==> src/rtl/core/lmcs_pkg.sv <==
// shared types, constants and the microcode table of the led matrix column scanner
// used by every module under rtl/core; no dependencies of its own
`default_nettype none

package lmcs_pkg;

    // store geometry
    localparam int MAX_ROWS = 24;
    localparam int MAX_COLS = 16;
    localparam int CELLS    = MAX_ROWS * MAX_COLS;
    localparam int CELL_W   = $clog2(CELLS);

    // field widths
    localparam int OPER_W = 3;
    localparam int ROW_W  = 5;
    localparam int COL_W  = 4;
    localparam int INT_W  = 12;
    localparam int KIND_W = 2;
    localparam int CHAN_W = 5;
    localparam int DATA_W = 16;
    localparam int BITS_W = 5;
    localparam int CFG_W  = 5;

    localparam int S_TDATA_W = 24;
    localparam int S_TUSER_W = OPER_W;
    localparam int M_TDATA_W = 32;
    localparam int M_TUSER_W = KIND_W;
    localparam int S_PAD_W   = S_TDATA_W - ROW_W - COL_W - INT_W - 1;
    localparam int M_PAD_W   = M_TDATA_W - CHAN_W - DATA_W - BITS_W;

    // operations
    localparam logic [OPER_W-1:0] OP_SET_PIXEL  = 3'd0;
    localparam logic [OPER_W-1:0] OP_SET_ROW    = 3'd1;
    localparam logic [OPER_W-1:0] OP_SET_COLUMN = 3'd2;
    localparam logic [OPER_W-1:0] OP_SET_ALL    = 3'd3;
    localparam logic [OPER_W-1:0] OP_PRESENT    = 3'd4;
    localparam logic [OPER_W-1:0] OP_SCAN_TICK  = 3'd5;
    localparam logic [OPER_W-1:0] OP_READ_PIXEL = 3'd6;

    // result kinds
    localparam logic [KIND_W-1:0] KIND_CHAN = 2'd0;
    localparam logic [KIND_W-1:0] KIND_COLW = 2'd1;
    localparam logic [KIND_W-1:0] KIND_READ = 2'd2;

    // configuration register indexes
    localparam logic REG_NUM_ROWS = 1'b0;
    localparam logic REG_NUM_COLS = 1'b1;

    localparam logic [CFG_W-1:0] NUM_ROWS_RST = CFG_W'(MAX_ROWS);
    localparam logic [CFG_W-1:0] NUM_COLS_RST = CFG_W'(MAX_COLS);

    // column word
    localparam logic [CFG_W-1:0]  NARROW_COLS = 5'd8;
    localparam logic [BITS_W-1:0] COLW_NARROW = 5'd8;
    localparam logic [BITS_W-1:0] COLW_WIDE   = 5'd16;
    localparam logic [DATA_W-1:0] COLW_ONE    = 16'h0001;
    localparam logic [DATA_W-1:0] NARROW_MASK = 16'h00FF;
    localparam logic [DATA_W-1:0] WIDE_MASK   = 16'hFFFF;

    // microcode step addresses
    localparam int STEP_W = 5;
    localparam logic [STEP_W-1:0] ST_IDLE = 5'd0;
    localparam logic [STEP_W-1:0] ST_CLR0 = 5'd1;
    localparam logic [STEP_W-1:0] ST_CLR1 = 5'd2;
    localparam logic [STEP_W-1:0] ST_PIX  = 5'd3;
    localparam logic [STEP_W-1:0] ST_ROW0 = 5'd4;
    localparam logic [STEP_W-1:0] ST_ROW1 = 5'd5;
    localparam logic [STEP_W-1:0] ST_COL0 = 5'd6;
    localparam logic [STEP_W-1:0] ST_COL1 = 5'd7;
    localparam logic [STEP_W-1:0] ST_ALL0 = 5'd8;
    localparam logic [STEP_W-1:0] ST_ALL1 = 5'd9;
    localparam logic [STEP_W-1:0] ST_ALL2 = 5'd10;
    localparam logic [STEP_W-1:0] ST_ALL3 = 5'd11;
    localparam logic [STEP_W-1:0] ST_PRS0 = 5'd12;
    localparam logic [STEP_W-1:0] ST_PRS1 = 5'd13;
    localparam logic [STEP_W-1:0] ST_PRS2 = 5'd14;
    localparam logic [STEP_W-1:0] ST_SCN0 = 5'd15;
    localparam logic [STEP_W-1:0] ST_SCN1 = 5'd16;
    localparam logic [STEP_W-1:0] ST_SCN2 = 5'd17;
    localparam logic [STEP_W-1:0] ST_SCN3 = 5'd18;
    localparam logic [STEP_W-1:0] ST_RD0  = 5'd19;
    localparam logic [STEP_W-1:0] ST_RD1  = 5'd20;

    typedef enum logic [2:0] {
        ROW_HOLD, ROW_ZERO, ROW_INC, ROW_DEC, ROW_TOP
    } row_op_t;

    typedef enum logic [1:0] {
        COL_HOLD, COL_ZERO, COL_INC
    } col_op_t;

    typedef enum logic [1:0] {
        LIN_HOLD, LIN_ZERO, LIN_INC
    } lin_op_t;

    typedef enum logic [1:0] {
        EMIT_NONE, EMIT_CHAN, EMIT_COLW, EMIT_READ
    } emit_t;

    typedef enum logic [3:0] {
        C_NEVER, C_NO_ROWS, C_NO_COLS, C_NO_RC, C_ROW_MORE,
        C_COL_MORE, C_LIN_MORE, C_CHAN_MORE, C_PRESENT
    } cond_t;

    // one control word; all zero is a no-op
    typedef struct packed {
        row_op_t           row_op;
        col_op_t           col_op;
        lin_op_t           lin_op;
        logic              fr_we;
        logic              clr_we;
        logic              fr_rd_cell;
        logic              fr_rd_lin;
        logic              dr_rd;
        logic              chan_ld;
        emit_t             emit;
        logic              scol_adv;
        cond_t             cond;
        logic [STEP_W-1:0] target;
        logic              done;
    } ctrl_t;

    typedef struct packed {
        logic row_last;
        logic col_last;
        logic lin_last;
        logic chan_more;
        logic no_rows;
        logic no_cols;
        logic present;
        logic out_busy;
    } dp_stat_t;

    typedef struct packed {
        logic [CFG_W-1:0] rows;
        logic [CFG_W-1:0] cols;
    } scan_cfg_t;

    typedef struct packed {
        logic [ROW_W-1:0] row_index;
        logic [COL_W-1:0] col_index;
        logic [INT_W-1:0] intensity;
        logic             present_after;
    } item_t;

    typedef struct packed {
        logic [KIND_W-1:0] kind;
        logic [CHAN_W-1:0] channel;
        logic [DATA_W-1:0] data_word;
        logic [BITS_W-1:0] column_word_bits;
        logic              last;
    } result_t;

    typedef struct packed {
        logic              fr_we;
        logic [CELL_W-1:0] fr_waddr;
        logic [INT_W-1:0]  fr_wdata;
        logic              fr_re;
        logic [CELL_W-1:0] fr_raddr;
        logic              dr_we;
        logic [CELL_W-1:0] dr_waddr;
        logic [INT_W-1:0]  dr_wdata;
        logic              dr_re;
        logic [CELL_W-1:0] dr_raddr;
    } store_req_t;

    // stores are column major
    function automatic logic [CELL_W-1:0] cell_addr(input logic [ROW_W-1:0] row,
                                                    input logic [COL_W-1:0] col);
        return CELL_W'(col * MAX_ROWS + row);
    endfunction

    function automatic logic [STEP_W-1:0] entry_step(input logic [OPER_W-1:0] op);
        logic [STEP_W-1:0] s;
        unique case (op)
            OP_SET_PIXEL:  s = ST_PIX;
            OP_SET_ROW:    s = ST_ROW0;
            OP_SET_COLUMN: s = ST_COL0;
            OP_SET_ALL:    s = ST_ALL0;
            OP_PRESENT:    s = ST_PRS0;
            OP_SCAN_TICK:  s = ST_SCN0;
            OP_READ_PIXEL: s = ST_RD0;
            default:       s = ST_IDLE;
        endcase
        return s;
    endfunction

    // microcode rom: next step is target if cond holds, else idle if done, else step + 1
    function automatic ctrl_t ucode(input logic [STEP_W-1:0] step);
        ctrl_t w;
        w = '0;
        unique case (step)
            ST_CLR0: w.lin_op = LIN_ZERO;
            ST_CLR1: begin
                w.clr_we = 1'b1;
                w.lin_op = LIN_INC;
                w.cond   = C_LIN_MORE;
                w.target = ST_CLR1;
                w.done   = 1'b1;
            end
            ST_PIX: begin
                w.fr_we = 1'b1;
                w.done  = 1'b1;
            end
            ST_ROW0: begin
                w.col_op = COL_ZERO;
                w.cond   = C_NO_COLS;
                w.target = ST_IDLE;
            end
            ST_ROW1: begin
                w.fr_we  = 1'b1;
                w.col_op = COL_INC;
                w.cond   = C_COL_MORE;
                w.target = ST_ROW1;
                w.done   = 1'b1;
            end
            ST_COL0: begin
                w.row_op = ROW_ZERO;
                w.cond   = C_NO_ROWS;
                w.target = ST_IDLE;
            end
            ST_COL1: begin
                w.fr_we  = 1'b1;
                w.row_op = ROW_INC;
                w.cond   = C_ROW_MORE;
                w.target = ST_COL1;
                w.done   = 1'b1;
            end
            ST_ALL0: begin
                w.row_op = ROW_ZERO;
                w.col_op = COL_ZERO;
                w.cond   = C_NO_RC;
                w.target = ST_ALL3;
            end
            ST_ALL1: begin
                w.fr_we  = 1'b1;
                w.row_op = ROW_INC;
                w.cond   = C_ROW_MORE;
                w.target = ST_ALL1;
            end
            ST_ALL2: begin
                w.row_op = ROW_ZERO;
                w.col_op = COL_INC;
                w.cond   = C_COL_MORE;
                w.target = ST_ALL1;
            end
            ST_ALL3: begin
                w.cond   = C_PRESENT;
                w.target = ST_PRS0;
                w.done   = 1'b1;
            end
            ST_PRS0: w.lin_op = LIN_ZERO;
            ST_PRS1: begin
                w.fr_rd_lin = 1'b1;
                w.lin_op    = LIN_INC;
                w.cond      = C_LIN_MORE;
                w.target    = ST_PRS1;
            end
            // lets the last drive write land before the next item
            ST_PRS2: w.done = 1'b1;
            ST_SCN0: begin
                w.row_op = ROW_TOP;
                w.cond   = C_NO_ROWS;
                w.target = ST_SCN3;
            end
            ST_SCN1: begin
                w.dr_rd   = 1'b1;
                w.chan_ld = 1'b1;
                w.row_op  = ROW_DEC;
            end
            ST_SCN2: begin
                w.emit    = EMIT_CHAN;
                w.dr_rd   = 1'b1;
                w.chan_ld = 1'b1;
                w.row_op  = ROW_DEC;
                w.cond    = C_CHAN_MORE;
                w.target  = ST_SCN2;
            end
            ST_SCN3: begin
                w.emit     = EMIT_COLW;
                w.scol_adv = 1'b1;
                w.done     = 1'b1;
            end
            ST_RD0: w.fr_rd_cell = 1'b1;
            ST_RD1: begin
                w.emit = EMIT_READ;
                w.done = 1'b1;
            end
            default: w = '0;
        endcase
        return w;
    endfunction

endpackage

`default_nettype wire

==> src/rtl/core/lmcs_seq.sv <==
// microcode sequencer: step counter, control rom lookup, dispatch and conditional jumps
// depends on lmcs_pkg
`default_nettype none

module lmcs_seq
    import lmcs_pkg::*;
(
    input  wire logic              aclk,
    input  wire logic              aresetn,
    input  wire logic              s_valid,
    input  wire logic [OPER_W-1:0] op,
    input  wire dp_stat_t          stat,
    output logic                   s_ready,
    output logic                   load,
    output ctrl_t                  ctrl
);

    logic [STEP_W-1:0] upc_reg;
    logic [STEP_W-1:0] upc_next;
    ctrl_t             word;
    logic              cond_hit;
    logic              stall;
    logic              idle;

    assign word  = ucode(upc_reg);
    assign idle  = (upc_reg == ST_IDLE);
    assign stall = (word.emit != EMIT_NONE) && stat.out_busy;

    assign s_ready = idle;
    assign load    = idle && s_valid;
    // a stalled step does nothing at all
    assign ctrl    = stall ? ctrl_t'('0) : word;

    always_comb begin
        unique case (word.cond)
            C_NEVER:     cond_hit = 1'b0;
            C_NO_ROWS:   cond_hit = stat.no_rows;
            C_NO_COLS:   cond_hit = stat.no_cols;
            C_NO_RC:     cond_hit = stat.no_rows || stat.no_cols;
            C_ROW_MORE:  cond_hit = !stat.row_last;
            C_COL_MORE:  cond_hit = !stat.col_last;
            C_LIN_MORE:  cond_hit = !stat.lin_last;
            C_CHAN_MORE: cond_hit = stat.chan_more;
            C_PRESENT:   cond_hit = stat.present;
            default:     cond_hit = 1'b0;
        endcase
    end

    always_comb begin
        priority if (idle) begin
            upc_next = load ? entry_step(op) : ST_IDLE;
        end else if (stall) begin
            upc_next = upc_reg;
        end else if (cond_hit) begin
            upc_next = word.target;
        end else if (word.done) begin
            upc_next = ST_IDLE;
        end else begin
            upc_next = upc_reg + STEP_W'(1);
        end
    end

    // reset starts the clearing pass over both stores
    always_ff @(posedge aclk) begin
        if (!aresetn) begin
            upc_reg <= ST_CLR0;
        end else begin
            upc_reg <= upc_next;
        end
    end

endmodule

`default_nettype wire

==> config.mk <==
export PLATFORM = sky130hd
export DESIGN_NAME = lmcs_seq
export DESIGN_NICKNAME = d
export VERILOG_FILES = /design/src/rtl/core/lmcs_pkg.sv /design/src/rtl/core/lmcs_seq.sv
export SDC_FILE = /design/constraint.sdc
export NUM_CORES = 1
export LEC_CHECK = 0
export BUFFER_PORTS_ARGS = -buffer_cell sky130_fd_sc_hd__buf_2
export CORE_MARGIN = 2
export CORE_UTILIZATION = 51
export CTS_CLUSTER_DIAMETER = 120
export CTS_CLUSTER_SIZE = 28
export DETAILED_ROUTE_END_ITERATION = 10
export MAX_ROUTING_LAYER = met4
export PLACE_DENSITY = 0.81
export SETUP_SLACK_MARGIN = 0.2
export SLEW_MARGIN = 20
export SYNTH_ARGS = -nofsm -noshare
export SYNTH_HDL_FRONTEND = slang
export SYNTH_SLANG_ARGS = --single-unit
==> constraint.sdc <==
create_clock -name aclk -period 3.5 [get_ports aclk]
set_clock_uncertainty 0.15 [all_clocks]
set_input_delay 0.175 -clock aclk [delete_from_list [all_inputs] [get_ports aclk]]
set_output_delay 0.175 -clock aclk [all_outputs]
set_load 0.03 [all_outputs]
==> run summary <==
DRT iter0 DRCs = 64
vias per cell = 5.934
Initial DRT Pass Iterations = 5
simple-gate share of the synthesized area = 36.85%
share of layout cells above drive strength 1 = 26.85%
Power Density = 825.3 mW/mm2
cell count after synthesis = 183
syn nets = 202
Post-synth EDFFs = 0
Die Ht = 52.96 um
Core ar. = 0.002233 mm2
dpl hpwl = 2.598 mm
setup TNS = 0 ns
CTS tree = built
synth unique cells = 53
overall power = 1.171 mW
required time of the critical path = 3.48 ns
largest family of logic cells by synthesized area = simple AND/OR/NAND/NOR gates
synthesized area = 0.001222 mm2
Area growth, synth to finish = 16.07%
Synth Area in Compound Gates = 32.86%
Finished Layout Cells = 244
Post-Synth Adder-Cell Area = 5.118%
reg2reg start = upc_reg[1]
max reg flops = 5
first-pass GRT wire length = 5.589 mm
drt drc = 0
All-Layer GR Usage = 27.14%
CP startpoint kind = flip-flop
R2R Setup Slk = 0.60 ns
CTS max path bufs = 2
maxcap violations = 0
Initial Util = 54.73%
Clock Tree Root = clkbuf_4
top cell type's share of synthesized area = 8.188%
post-synthesis mux area share = 3.378%
FP Rows = 17
xor/xnor share of the synthesized area = 3.582%
WS Path Type = flip-flop to flip-flop
clk_lat worst skew = 0.25 ns
Worst slew margin = 37.24%
critical-path maximum fanout = 15
Synth warnings = 0
FILL cells = 227
signal arrival time at the worst endpoint = 2.88 ns
CP startpoint = upc_reg[1]
# IOs = 42
Worst-path clk slew = 0.05 ns
# hold bufs at CTS = 0
CTS buffer count = 3
fin crit period = 2.900 ns
n_diodes = 0
Buffers on Ports = 41
Die Span X = 52.96 um
Synth area leader = dfxtp_1
final antenna-violating net count = 0
initial antenna violation count = 0
Synth Register Bits = 5
post-synthesis sequential area ratio = 8.188%
Hold Startpoint = aresetn
Max Fclk = 344.9 MHz
hold crit path type = primary input to flip-flop
Setup Viol. Count Final = 0
top cells by area, synth = dfxtp_1, nor2_1, a21oi_1
vias in the first global route = 1302
async set or reset register ratio after synthesis = 0%
Top FF cell, synth = dfxtp_1
Fin. Hold Viols = 0
full die area = 0.002805 mm2
per-cell routed wire length = 14.23 um
CTS sink count = 5
Slew Viols, Final = 0
CTS resizes = 0
grt total ovfl = 0
post-CTS setup buffer count = 0
RSZ-0062 raised after global routing = false
fin crit share = 82.84%
syn_area_per_cell = 6.680 um2
P_leak = 0.6896 nW
total number of vias = 1448
status = complete, no violations
# H-tree levels = 1
Worst setup EP type = flip-flop
maximum vdd drop = 0.5350 mV
Routed WL = 3.473 mm
nets = 236
Placed Instances = 240
Slew @ Worst Pin = 0.9401 ns
largest net degree at the start of global routing = 27
GPL Wtd Cong = 0.8687
[layer usage]
metal	GRT usage [%]	part of all wire, %	routed length, um	vias to the layer above
met1	31.86	41	1425	647
met4	10.26	1.2	42	0
met5	-	0	0	-
met3	1.977	8.5	295	4
met2	48.13	49	1709	78
li1	-	-	-	719
[synthesized netlist by cell type, types with 2 or more instances]
cell,n
nor2_1,26
a21oi_1,17
o21ai_0,14
nand2_1,12
nand2b_1,11
inv_1,9
and2_1,5
buf_2,5
dfxtp_1,5
ha_1,5
nor3_1,5
and3_1,4
xnor2_1,4
a21o_1,3
buf_4,3
clkbuf_1,3
mux2i_1,3
nand3_1,3
nand3b_1,3
nor3b_1,3
o21ai_2,3
a31oi_1,2
buf_6,2
nor2b_1,2
o2111a_1,2
o22a_1,2
[power by group]
group	switching (mW)	internal [mW]
sequential	0.0718	0.0767
clock	0.0271	0.0433
combinational	0.606	0.346
[layout by cell type (no fill, tap or decap), types with 2 or more instances in the layout]
master,Yosys,routed
and2_1,5,5
nor2b_1,2,2
mux2i_1,3,3
nor3b_1,3,3
a21o_1,3,3
o21ai_2,3,3
buf_4,3,2
dfxtp_1,5,5
inv_1,9,9
nand2_1,12,12
o22a_1,2,2
and3_1,4,4
nor2_1,26,26
nand3_1,3,3
nand2b_1,11,11
xnor2_1,4,4
o2111a_1,2,2
a31oi_1,2,2
nand3b_1,3,3
clkbuf_4,0,3
buf_2,5,41
a21oi_1,17,17
nor3_1,5,5
o21ai_0,14,14
ha_1,5,5
[layout make-up]
cell class | count | area (um2) | area share (%)
multi-input cells | 154 | 999.7 | 70.46
repair buffers | 43 | 220.2 | 15.52
flip-flops and latches | 5 | 100.1 | 7.055
inverters | 10 | 37.54 | 2.646
well taps | 28 | 35.03 | 2.469
clock buffers | 4 | 26.28 | 1.852
[logic make-up (layout without fill, tap and decap cells)]
logic type / Yosys count / after routing
adders and majority gates: 5 / 5
DFF: 5 / 5
muxes: 4 / 4
buffers and inverters: 24 / 57
AOI/OAI and AO/OA: 57 / 57
and+or+nand+nor: 83 / 83
xor gates and xnor gates: 5 / 5
[final timing paths]
check / endpoint / cells after the start
hold / removal: upc_reg[2] / 2
setup / recovery: upc_reg[4] / 9
setup reg to reg: upc_reg[4] / 9
hold reg to reg: upc_reg[1] / 1
[stage by stage]
step,utilization [%],setup WS (ns),hold WS [ns],area (um2)
final,63.53,0.6004,0.07517,1419
after global routing,63.53,0.4358,0.08469,1419
after CTS,63.53,0.6244,0.07864,1419
after detailed placement,62.35,0.6216,0.3354,1393
after global placement,62.35,0.7733,0.3340,1393
after floorplan,-,0.7375,0.1640,1222
[worst max-delay path, cell delays in order, from the launching register on]
cell and delay, ns:
dfxtp_1 0.35, inv_1 0.09, ha_1 0.47, nor4bb_4 0.43, a311oi_2 0.09, o21ai_2 0.19
mux2i_1 0.31, a32oi_4 0.19, and2_4 0.21, a221o_1 0.31
No activity file was read; power rests on OpenSTA's default activity.
