File: src/rtl/core/lmcs_pkg.sv
// shared types, constants and the microcode table of the led matrix column scanner
// used by every module under rtl/core; no dependencies of its own
`default_nettype none

package lmcs_pkg;

    // store geometry
    localparam int MAX_ROWS = 24;
    localparam int MAX_COLS = 16;
    localparam int CELLS    = MAX_ROWS * MAX_COLS;
    localparam int CELL_W   = $clog2(CELLS);

    // field widths
    localparam int OPER_W = 3;
    localparam int ROW_W  = 5;
    localparam int COL_W  = 4;
    localparam int INT_W  = 12;
    localparam int KIND_W = 2;
    localparam int CHAN_W = 5;
    localparam int DATA_W = 16;
    localparam int BITS_W = 5;
    localparam int CFG_W  = 5;

    localparam int S_TDATA_W = 24;
    localparam int S_TUSER_W = OPER_W;
    localparam int M_TDATA_W = 32;
    localparam int M_TUSER_W = KIND_W;
    localparam int S_PAD_W   = S_TDATA_W - ROW_W - COL_W - INT_W - 1;
    localparam int M_PAD_W   = M_TDATA_W - CHAN_W - DATA_W - BITS_W;

    // operations
    localparam logic [OPER_W-1:0] OP_SET_PIXEL  = 3'd0;
    localparam logic [OPER_W-1:0] OP_SET_ROW    = 3'd1;
    localparam logic [OPER_W-1:0] OP_SET_COLUMN = 3'd2;
    localparam logic [OPER_W-1:0] OP_SET_ALL    = 3'd3;
    localparam logic [OPER_W-1:0] OP_PRESENT    = 3'd4;
    localparam logic [OPER_W-1:0] OP_SCAN_TICK  = 3'd5;
    localparam logic [OPER_W-1:0] OP_READ_PIXEL = 3'd6;

    // result kinds
    localparam logic [KIND_W-1:0] KIND_CHAN = 2'd0;
    localparam logic [KIND_W-1:0] KIND_COLW = 2'd1;
    localparam logic [KIND_W-1:0] KIND_READ = 2'd2;

    // configuration register indexes
    localparam logic REG_NUM_ROWS = 1'b0;
    localparam logic REG_NUM_COLS = 1'b1;

    localparam logic [CFG_W-1:0] NUM_ROWS_RST = CFG_W'(MAX_ROWS);
    localparam logic [CFG_W-1:0] NUM_COLS_RST = CFG_W'(MAX_COLS);

    // column word
    localparam logic [CFG_W-1:0]  NARROW_COLS = 5'd8;
    localparam logic [BITS_W-1:0] COLW_NARROW = 5'd8;
    localparam logic [BITS_W-1:0] COLW_WIDE   = 5'd16;
    localparam logic [DATA_W-1:0] COLW_ONE    = 16'h0001;
    localparam logic [DATA_W-1:0] NARROW_MASK = 16'h00FF;
    localparam logic [DATA_W-1:0] WIDE_MASK   = 16'hFFFF;

    // microcode step addresses
    localparam int STEP_W = 5;
    localparam logic [STEP_W-1:0] ST_IDLE = 5'd0;
    localparam logic [STEP_W-1:0] ST_CLR0 = 5'd1;
    localparam logic [STEP_W-1:0] ST_CLR1 = 5'd2;
    localparam logic [STEP_W-1:0] ST_PIX  = 5'd3;
    localparam logic [STEP_W-1:0] ST_ROW0 = 5'd4;
    localparam logic [STEP_W-1:0] ST_ROW1 = 5'd5;
    localparam logic [STEP_W-1:0] ST_COL0 = 5'd6;
    localparam logic [STEP_W-1:0] ST_COL1 = 5'd7;
    localparam logic [STEP_W-1:0] ST_ALL0 = 5'd8;
    localparam logic [STEP_W-1:0] ST_ALL1 = 5'd9;
    localparam logic [STEP_W-1:0] ST_ALL2 = 5'd10;
    localparam logic [STEP_W-1:0] ST_ALL3 = 5'd11;
    localparam logic [STEP_W-1:0] ST_PRS0 = 5'd12;
    localparam logic [STEP_W-1:0] ST_PRS1 = 5'd13;
    localparam logic [STEP_W-1:0] ST_PRS2 = 5'd14;
    localparam logic [STEP_W-1:0] ST_SCN0 = 5'd15;
    localparam logic [STEP_W-1:0] ST_SCN1 = 5'd16;
    localparam logic [STEP_W-1:0] ST_SCN2 = 5'd17;
    localparam logic [STEP_W-1:0] ST_SCN3 = 5'd18;
    localparam logic [STEP_W-1:0] ST_RD0  = 5'd19;
    localparam logic [STEP_W-1:0] ST_RD1  = 5'd20;

    typedef enum logic [2:0] {
        ROW_HOLD, ROW_ZERO, ROW_INC, ROW_DEC, ROW_TOP
    } row_op_t;

    typedef enum logic [1:0] {
        COL_HOLD, COL_ZERO, COL_INC
    } col_op_t;

    typedef enum logic [1:0] {
        LIN_HOLD, LIN_ZERO, LIN_INC
    } lin_op_t;

    typedef enum logic [1:0] {
        EMIT_NONE, EMIT_CHAN, EMIT_COLW, EMIT_READ
    } emit_t;

    typedef enum logic [3:0] {
        C_NEVER, C_NO_ROWS, C_NO_COLS, C_NO_RC, C_ROW_MORE,
        C_COL_MORE, C_LIN_MORE, C_CHAN_MORE, C_PRESENT
    } cond_t;

    // one control word; all zero is a no-op
    typedef struct packed {
        row_op_t           row_op;
        col_op_t           col_op;
        lin_op_t           lin_op;
        logic              fr_we;
        logic              clr_we;
        logic              fr_rd_cell;
        logic              fr_rd_lin;
        logic              dr_rd;
        logic              chan_ld;
        emit_t             emit;
        logic              scol_adv;
        cond_t             cond;
        logic [STEP_W-1:0] target;
        logic              done;
    } ctrl_t;

    typedef struct packed {
        logic row_last;
        logic col_last;
        logic lin_last;
        logic chan_more;
        logic no_rows;
        logic no_cols;
        logic present;
        logic out_busy;
    } dp_stat_t;

    typedef struct packed {
        logic [CFG_W-1:0] rows;
        logic [CFG_W-1:0] cols;
    } scan_cfg_t;

    typedef struct packed {
        logic [ROW_W-1:0] row_index;
        logic [COL_W-1:0] col_index;
        logic [INT_W-1:0] intensity;
        logic             present_after;
    } item_t;

    typedef struct packed {
        logic [KIND_W-1:0] kind;
        logic [CHAN_W-1:0] channel;
        logic [DATA_W-1:0] data_word;
        logic [BITS_W-1:0] column_word_bits;
        logic              last;
    } result_t;

    typedef struct packed {
        logic              fr_we;
        logic [CELL_W-1:0] fr_waddr;
        logic [INT_W-1:0]  fr_wdata;
        logic              fr_re;
        logic [CELL_W-1:0] fr_raddr;
        logic              dr_we;
        logic [CELL_W-1:0] dr_waddr;
        logic [INT_W-1:0]  dr_wdata;
        logic              dr_re;
        logic [CELL_W-1:0] dr_raddr;
    } store_req_t;

    // stores are column major
    function automatic logic [CELL_W-1:0] cell_addr(input logic [ROW_W-1:0] row,
                                                    input logic [COL_W-1:0] col);
        return CELL_W'(col * MAX_ROWS + row);
    endfunction

    function automatic logic [STEP_W-1:0] entry_step(input logic [OPER_W-1:0] op);
        logic [STEP_W-1:0] s;
        unique case (op)
            OP_SET_PIXEL:  s = ST_PIX;
            OP_SET_ROW:    s = ST_ROW0;
            OP_SET_COLUMN: s = ST_COL0;
            OP_SET_ALL:    s = ST_ALL0;
            OP_PRESENT:    s = ST_PRS0;
            OP_SCAN_TICK:  s = ST_SCN0;
            OP_READ_PIXEL: s = ST_RD0;
            default:       s = ST_IDLE;
        endcase
        return s;
    endfunction

    // microcode rom: next step is target if cond holds, else idle if done, else step + 1
    function automatic ctrl_t ucode(input logic [STEP_W-1:0] step);
        ctrl_t w;
        w = '0;
        unique case (step)
            ST_CLR0: w.lin_op = LIN_ZERO;
            ST_CLR1: begin
                w.clr_we = 1'b1;
                w.lin_op = LIN_INC;
                w.cond   = C_LIN_MORE;
                w.target = ST_CLR1;
                w.done   = 1'b1;
            end
            ST_PIX: begin
                w.fr_we = 1'b1;
                w.done  = 1'b1;
            end
            ST_ROW0: begin
                w.col_op = COL_ZERO;
                w.cond   = C_NO_COLS;
                w.target = ST_IDLE;
            end
            ST_ROW1: begin
                w.fr_we  = 1'b1;
                w.col_op = COL_INC;
                w.cond   = C_COL_MORE;
                w.target = ST_ROW1;
                w.done   = 1'b1;
            end
            ST_COL0: begin
                w.row_op = ROW_ZERO;
                w.cond   = C_NO_ROWS;
                w.target = ST_IDLE;
            end
            ST_COL1: begin
                w.fr_we  = 1'b1;
                w.row_op = ROW_INC;
                w.cond   = C_ROW_MORE;
                w.target = ST_COL1;
                w.done   = 1'b1;
            end
            ST_ALL0: begin
                w.row_op = ROW_ZERO;
                w.col_op = COL_ZERO;
                w.cond   = C_NO_RC;
                w.target = ST_ALL3;
            end
            ST_ALL1: begin
                w.fr_we  = 1'b1;
                w.row_op = ROW_INC;
                w.cond   = C_ROW_MORE;
                w.target = ST_ALL1;
            end
            ST_ALL2: begin
                w.row_op = ROW_ZERO;
                w.col_op = COL_INC;
                w.cond   = C_COL_MORE;
                w.target = ST_ALL1;
            end
            ST_ALL3: begin
                w.cond   = C_PRESENT;
                w.target = ST_PRS0;
                w.done   = 1'b1;
            end
            ST_PRS0: w.lin_op = LIN_ZERO;
            ST_PRS1: begin
                w.fr_rd_lin = 1'b1;
                w.lin_op    = LIN_INC;
                w.cond      = C_LIN_MORE;
                w.target    = ST_PRS1;
            end
            // lets the last drive write land before the next item
            ST_PRS2: w.done = 1'b1;
            ST_SCN0: begin
                w.row_op = ROW_TOP;
                w.cond   = C_NO_ROWS;
                w.target = ST_SCN3;
            end
            ST_SCN1: begin
                w.dr_rd   = 1'b1;
                w.chan_ld = 1'b1;
                w.row_op  = ROW_DEC;
            end
            ST_SCN2: begin
                w.emit    = EMIT_CHAN;
                w.dr_rd   = 1'b1;
                w.chan_ld = 1'b1;
                w.row_op  = ROW_DEC;
                w.cond    = C_CHAN_MORE;
                w.target  = ST_SCN2;
            end
            ST_SCN3: begin
                w.emit     = EMIT_COLW;
                w.scol_adv = 1'b1;
                w.done     = 1'b1;
            end
            ST_RD0: w.fr_rd_cell = 1'b1;
            ST_RD1: begin
                w.emit = EMIT_READ;
                w.done = 1'b1;
            end
            default: w = '0;
        endcase
        return w;
    endfunction

endpackage

`default_nettype wire

File: src/rtl/core/lmcs_dpath.sv
// datapath: row, column and sweep counters, store addressing, copy pipe and result register
// depends on lmcs_pkg; drives lmcs_store requests
`default_nettype none

module lmcs_dpath
    import lmcs_pkg::*;
(
    input  wire logic             aclk,
    input  wire logic             aresetn,
    input  wire logic             load,
    input  wire item_t            item,
    input  wire ctrl_t            ctrl,
    input  wire scan_cfg_t        cfg,
    input  wire logic             m_ready,
    input  wire logic [INT_W-1:0] fr_rdata,
    input  wire logic [INT_W-1:0] dr_rdata,
    output dp_stat_t              stat,
    output store_req_t            req,
    output logic                  m_valid,
    output result_t               result
);

    logic [ROW_W-1:0]  row_reg,  row_next;
    logic [COL_W-1:0]  col_reg,  col_next;
    logic [CELL_W-1:0] lin_reg,  lin_next;
    logic [CHAN_W-1:0] chan_reg, chan_next;
    logic [COL_W-1:0]  scol_reg, scol_next;
    logic [INT_W-1:0]  int_reg,  int_next;
    logic              pres_reg, pres_next;
    logic              rd_ok_reg, rd_ok_next;
    logic              copy_we_reg;
    logic [CELL_W-1:0] copy_addr_reg;
    logic              m_valid_reg, m_valid_next;
    result_t           res_reg, res_next;

    logic              cell_ok;
    logic [CELL_W-1:0] cur_cell;
    logic [CELL_W-1:0] scan_cell;
    logic [COL_W-1:0]  scol_inc;
    logic              wide;
    logic [DATA_W-1:0] col_word;

    assign cell_ok   = row_reg < ROW_W'(MAX_ROWS);
    assign cur_cell  = cell_addr(row_reg, col_reg);
    assign scan_cell = cell_addr(row_reg, scol_reg);

    assign stat.row_last  = row_reg == (cfg.rows - CFG_W'(1));
    assign stat.col_last  = col_reg == COL_W'(cfg.cols - CFG_W'(1));
    assign stat.lin_last  = lin_reg == CELL_W'(CELLS - 1);
    assign stat.chan_more = chan_reg != '0;
    assign stat.no_rows   = cfg.rows == '0;
    assign stat.no_cols   = cfg.cols == '0;
    assign stat.present   = pres_reg;
    assign stat.out_busy  = m_valid_reg && !m_ready;

    // store ports
    always_comb begin
        req.fr_we    = (ctrl.fr_we && cell_ok) || ctrl.clr_we;
        req.fr_waddr = ctrl.clr_we ? lin_reg : cur_cell;
        req.fr_wdata = ctrl.clr_we ? '0 : int_reg;
        req.fr_re    = (ctrl.fr_rd_cell && cell_ok) || ctrl.fr_rd_lin;
        req.fr_raddr = ctrl.fr_rd_lin ? lin_reg : cur_cell;
        // drive store takes the frame read data in the cycle after the copy read
        req.dr_we    = ctrl.clr_we || copy_we_reg;
        req.dr_waddr = ctrl.clr_we ? lin_reg : copy_addr_reg;
        req.dr_wdata = ctrl.clr_we ? '0 : fr_rdata;
        // the read past row zero at the end of a scan is dropped here
        req.dr_re    = ctrl.dr_rd && cell_ok;
        req.dr_raddr = scan_cell;
    end

    always_comb begin
        if (load) begin
            row_next = item.row_index;
        end else begin
            unique case (ctrl.row_op)
                ROW_HOLD: row_next = row_reg;
                ROW_ZERO: row_next = '0;
                ROW_INC:  row_next = row_reg + ROW_W'(1);
                ROW_DEC:  row_next = row_reg - ROW_W'(1);
                ROW_TOP:  row_next = cfg.rows - CFG_W'(1);
                default:  row_next = row_reg;
            endcase
        end
    end

    always_comb begin
        if (load) begin
            col_next = item.col_index;
        end else begin
            unique case (ctrl.col_op)
                COL_HOLD: col_next = col_reg;
                COL_ZERO: col_next = '0;
                COL_INC:  col_next = col_reg + COL_W'(1);
                default:  col_next = col_reg;
            endcase
        end
    end

    always_comb begin
        unique case (ctrl.lin_op)
            LIN_HOLD: lin_next = lin_reg;
            LIN_ZERO: lin_next = '0;
            LIN_INC:  lin_next = lin_reg + CELL_W'(1);
            default:  lin_next = lin_reg;
        endcase
    end

    assign chan_next  = ctrl.chan_ld ? row_reg : chan_reg;
    assign int_next   = load ? item.intensity : int_reg;
    assign pres_next  = load ? item.present_after : pres_reg;
    assign rd_ok_next = ctrl.fr_rd_cell ? cell_ok : rd_ok_reg;

    // column word and column counter
    assign wide     = cfg.cols > NARROW_COLS;
    assign col_word = (COLW_ONE << scol_reg) & (wide ? WIDE_MASK : NARROW_MASK);
    assign scol_inc = scol_reg + COL_W'(1);

    always_comb begin
        scol_next = scol_reg;
        if (ctrl.scol_adv) begin
            scol_next = ({1'b0, scol_inc} >= cfg.cols) ? '0 : scol_inc;
        end
    end

    // result register
    always_comb begin
        res_next     = res_reg;
        m_valid_next = m_valid_reg && !m_ready;
        unique case (ctrl.emit)
            EMIT_NONE: ;
            EMIT_CHAN: begin
                m_valid_next              = 1'b1;
                res_next.kind             = KIND_CHAN;
                res_next.channel          = chan_reg;
                res_next.data_word        = DATA_W'(dr_rdata);
                res_next.column_word_bits = '0;
                res_next.last             = 1'b0;
            end
            EMIT_COLW: begin
                m_valid_next              = 1'b1;
                res_next.kind             = KIND_COLW;
                res_next.channel          = '0;
                res_next.data_word        = col_word;
                res_next.column_word_bits = wide ? COLW_WIDE : COLW_NARROW;
                res_next.last             = 1'b1;
            end
            EMIT_READ: begin
                m_valid_next              = 1'b1;
                res_next.kind             = KIND_READ;
                res_next.channel          = '0;
                res_next.data_word        = rd_ok_reg ? DATA_W'(fr_rdata) : '0;
                res_next.column_word_bits = '0;
                res_next.last             = 1'b1;
            end
            default: ;
        endcase
    end

    always_ff @(posedge aclk) begin
        if (!aresetn) begin
            scol_reg    <= '0;
            copy_we_reg <= 1'b0;
            m_valid_reg <= 1'b0;
        end else begin
            scol_reg    <= scol_next;
            copy_we_reg <= ctrl.fr_rd_lin;
            m_valid_reg <= m_valid_next;
        end
    end

    always_ff @(posedge aclk) begin
        row_reg       <= row_next;
        col_reg       <= col_next;
        lin_reg       <= lin_next;
        chan_reg      <= chan_next;
        int_reg       <= int_next;
        pres_reg      <= pres_next;
        rd_ok_reg     <= rd_ok_next;
        copy_addr_reg <= lin_reg;
        res_reg       <= res_next;
    end

    assign m_valid = m_valid_reg;
    assign result  = res_reg;

endmodule

`default_nettype wire

File: config.mk
export PLATFORM = sky130hd
export DESIGN_NAME = lmcs_dpath
export DESIGN_NICKNAME = d
export VERILOG_FILES = /design/src/rtl/core/lmcs_pkg.sv /design/src/rtl/core/lmcs_dpath.sv
export SDC_FILE = /design/constraint.sdc
export NUM_CORES = 1
export LEC_CHECK = 0
export ABC_AREA = 1
export BUFFER_PORTS_ARGS = -buffer_cell sky130_fd_sc_hd__buf_4
export CORE_MARGIN = 1.5
export CORE_UTILIZATION = 49
export DETAILED_ROUTE_END_ITERATION = 8
export PLACE_DENSITY = 0.92
export SYNTH_ARGS = -nofsm -noshare
export SYNTH_HDL_FRONTEND = slang
export SYNTH_SLANG_ARGS = --single-unit
File: constraint.sdc
create_clock -name aclk -period 2.8 [get_ports aclk]
set_clock_uncertainty 0.05 [all_clocks]
set_input_delay 0.14 -clock aclk [delete_from_list [all_inputs] [get_ports aclk]]
set_output_delay 0.14 -clock aclk [all_outputs]
set_load 0.02 [all_outputs]
==> metrics.txt <==
Detailed Place HPWL=around 9.5 mm; Final ANT Viol Nets=0; area of the multi-input gates=2060 sq um; fin crit period=2690 ps; post-synthesis sequential element count=78; GR Overflow Total=0; R2R Setup Slk=460 ps; CTS Buf Count=9; MaxCap Viol Count=0; top_reg_cell synth=edfxtp_1; critical setup path kind=reg -> out; FP Rows=35; n_diodes=0; Syn Inst Count=554; Reg2Reg Launch Point=scol_reg[2]$_SDFFE_PN0P_; worst-path cell chain=ha_1, fa_1, o21ai_0, nor2_1, nand2_1, nand2_1, nand3_1, o21ai_0, buf_4; Max-Slew Margin vs Limit=0.604; initial core utilization=0.507; Core Area=between 9000 and 10000 sq um; Final setup viols=0; Power Total=around 3.2 mW; TNS Setup=0 ps; Worst setup SP type=flip-flop; Async SR Flop Fraction=0; largest net degree at the start of global routing=43; Arr. time, crit path=2500 ps; drt pass-1 iters=9; max-slew violations=0; dpl ws=481 ps; Max stage delay on crit path=570 ps; clk_lat worst skew=340 ps; # fillers=slightly above 700; initial antenna violation count=0; GRT Util Overall=0.239; Sequential Area=2190 sq um; Nets=857; TritonCTS sink count=78; final hold violations=0; R2R depth=12; status=finished, violations left; hold_sp=item[14]; Reg clk slew, reported paths=approximately 80 ps; Avg WL per Cell=14.2 um; Hold Path End=col_reg[1]$_DFFE_PP_; max FFs per register=26; Longest Clk Path Bufs=2; area delta synth->final=37.2%; Root Buffer=clkbuf_8; Vias/cell=~5; Worst setup EP type=output pin; iteration-0 DRC count of the detailed router=187; IO Port Bufs=approximately 170; YS warnings=0; DRC=1; num ports=188; Yosys cell types=37; Leak=~3.2 nW; Peak VDD IR=0.325 mV; capturing point of the worst reg2reg path=scol_reg[2]$_SDFFE_PN0P_; overall die width=slightly above 100 um; GP Congestion=0.887; final worst slack=107 ps; Placed Area=6080 sq um; Final period util=0.962; Cell Area, Synth=4700 sq um; share of post-route cells with drive strength above 1=0.289; vias in the first global route=4209; routed vias=4390; H-tree depth=3; RSZ-0062 raised after global routing=false; Die Area=10200 sq um; CTS tree=built; post-route insts no fill=874; hold slack=31.0 ps; register area share after synthesis=0.466; number of synthesized flops with an enable pin=63; syn_area_per_cell=8.49 sq um; Worst Hold Path Cells=3; WL final=12.4 mm; first-pass GRT wire length=around 19 mm; Req. time, crit path=between 2000 and 3000 ps; Worst-Margin Slew=588 ps; chip height=101 um; pwr/cell area=502 nW/um^2; failing checks=design-rule violations; hold crit path type=in -> reg; fin area=around 6500 sq um; Max FO, Critical Path=5; achievable frequency=371 MHz; Slowest-stage cell, CP=fa_1; placed insts=839; fin util=0.695
-- area by class of cell --
type                    instances  share of cell area
clock buffers                  10              0.0198
multi-input cells             363               0.319
well taps                     129              0.0250
flip-flops and latches         78               0.340
clock inverters                 6             0.00969
inverters                      94              0.0547
repair buffers                194               0.232
-- where the power goes --
part           internal (mW)  switching, mW
combinational          0.417          0.570
clock                  0.409          0.407
sequential              1.37         0.0712
total                   2.19           1.05
-- Yosys cell counts (2+ instances only) --
library cell | number | area (sq um)
buf_4 | 8 | 60.1
a31oi_1 | 2 | 12.5
o211ai_1 | 8 | 60.1
xnor2_1 | 8 | 70.1
a21oi_2 | 2 | 17.5
o21ai_0 | 28 | 140
clkbuf_1 | 12 | 45.0
nor2_1 | 68 | 255
dfxtp_1 | 15 | 300
a21oi_1 | 18 | 90.1
fa_1 | 4 | 80.1
a22oi_1 | 4 | 30.0
xor2_1 | 18 | 158
nand2_2 | 4 | 25.0
o31ai_1 | 3 | 22.5
inv_2 | 6 | 22.5
nand2_1 | 114 | 428
nor2_2 | 2 | 12.5
nor3_1 | 5 | 25.0
inv_1 | 88 | 330
or2_2 | 2 | 12.5
nand3_2 | 2 | 20.0
nand3_1 | 18 | 90.1
ha_1 | 27 | 338
o21ai_1 | 6 | 30.0
edfxtp_1 | 63 | 1890
nand4_1 | 9 | 56.3
-- metal layers --
metal	wire length (um)	up-vias	GRT usage
met3	942	23	0.0409
met4	210	0	0.0716
li1	-	2151	-
met1	4650	2017	0.268
met5	0	-	0
met2	6580	199	0.460
-- how the worst max path moves through the flow --
stage	cells after the start	end	start
after CTS	10	req[8]	scol_reg[0]$_SDFFE_PN0P_
after detailed placement	10	req[8]	scol_reg[0]$_SDFFE_PN0P_
after global placement	10	req[8]	scol_reg[0]$_SDFFE_PN0P_
after floorplan	5	req[38]	col_reg[1]$_DFFE_PP_
after global routing	9	req[40]	col_reg[0]$_DFFE_PP_
final	9	req[40]	col_reg[0]$_DFFE_PP_
-- kinds of logic (layout without fill, tap and decap cells) --
kind of cell | count (synthesis) | in the layout | share of synthesized area
AOI/OAI and AO/OA | 72 | 72 | 0.0872
other | 1 | 3 | 0.000797
xor gates and xnor gates | 26 | 26 | 0.0484
and+or+nand+nor | 231 | 231 | 0.210
adders and majority gates | 31 | 31 | 0.0888
buffers and inverters | 115 | 304 | 0.0984
DFF | 78 | 78 | 0.466
-- placed cells by master (no fill, tap or decap), types with 4 or more instances in the layout --
| master | Yosys | layout |
|---|---|---|
| o21ai_0 | 28 | 27 |
| o211ai_1 | 8 | 8 |
| nand3_1 | 18 | 18 |
| dfxtp_1 | 15 | 13 |
| inv_1 | 88 | 88 |
| nor2_1 | 68 | 68 |
| buf_4 | 8 | 177 |
| nand2_2 | 4 | 4 |
| inv_2 | 6 | 6 |
| xor2_1 | 18 | 18 |
| edfxtp_1 | 63 | 63 |
| nand2_1 | 114 | 114 |
| dlygate4sd3_1 | 0 | 17 |
| xnor2_1 | 8 | 8 |
| a22oi_1 | 4 | 4 |
| clkbuf_8 | 0 | 9 |
| a21oi_1 | 18 | 18 |
| o21ai_1 | 6 | 7 |
| fa_1 | 4 | 4 |
| ha_1 | 27 | 27 |
| nor3_1 | 5 | 5 |
| nand4_1 | 9 | 9 |
-- worst max-delay path, delay by kind of cell, from the launching register on --
family                     cells  cell delay, ps
AOI/OAI and AO/OA              2             280
adders and majority gates      2             870
and+or+nand+nor                4             360
buffers and inverters          1             200
DFF                            1             470
-- repair_timing --
item,4_1_cts,5_1_grt
hold buffers,17,0
setup buffers,0,2
resized for setup,0,3
hold endpoints to repair,21,0
setup endpoints to repair,0,3
Power figures use the tool's default switching activity.
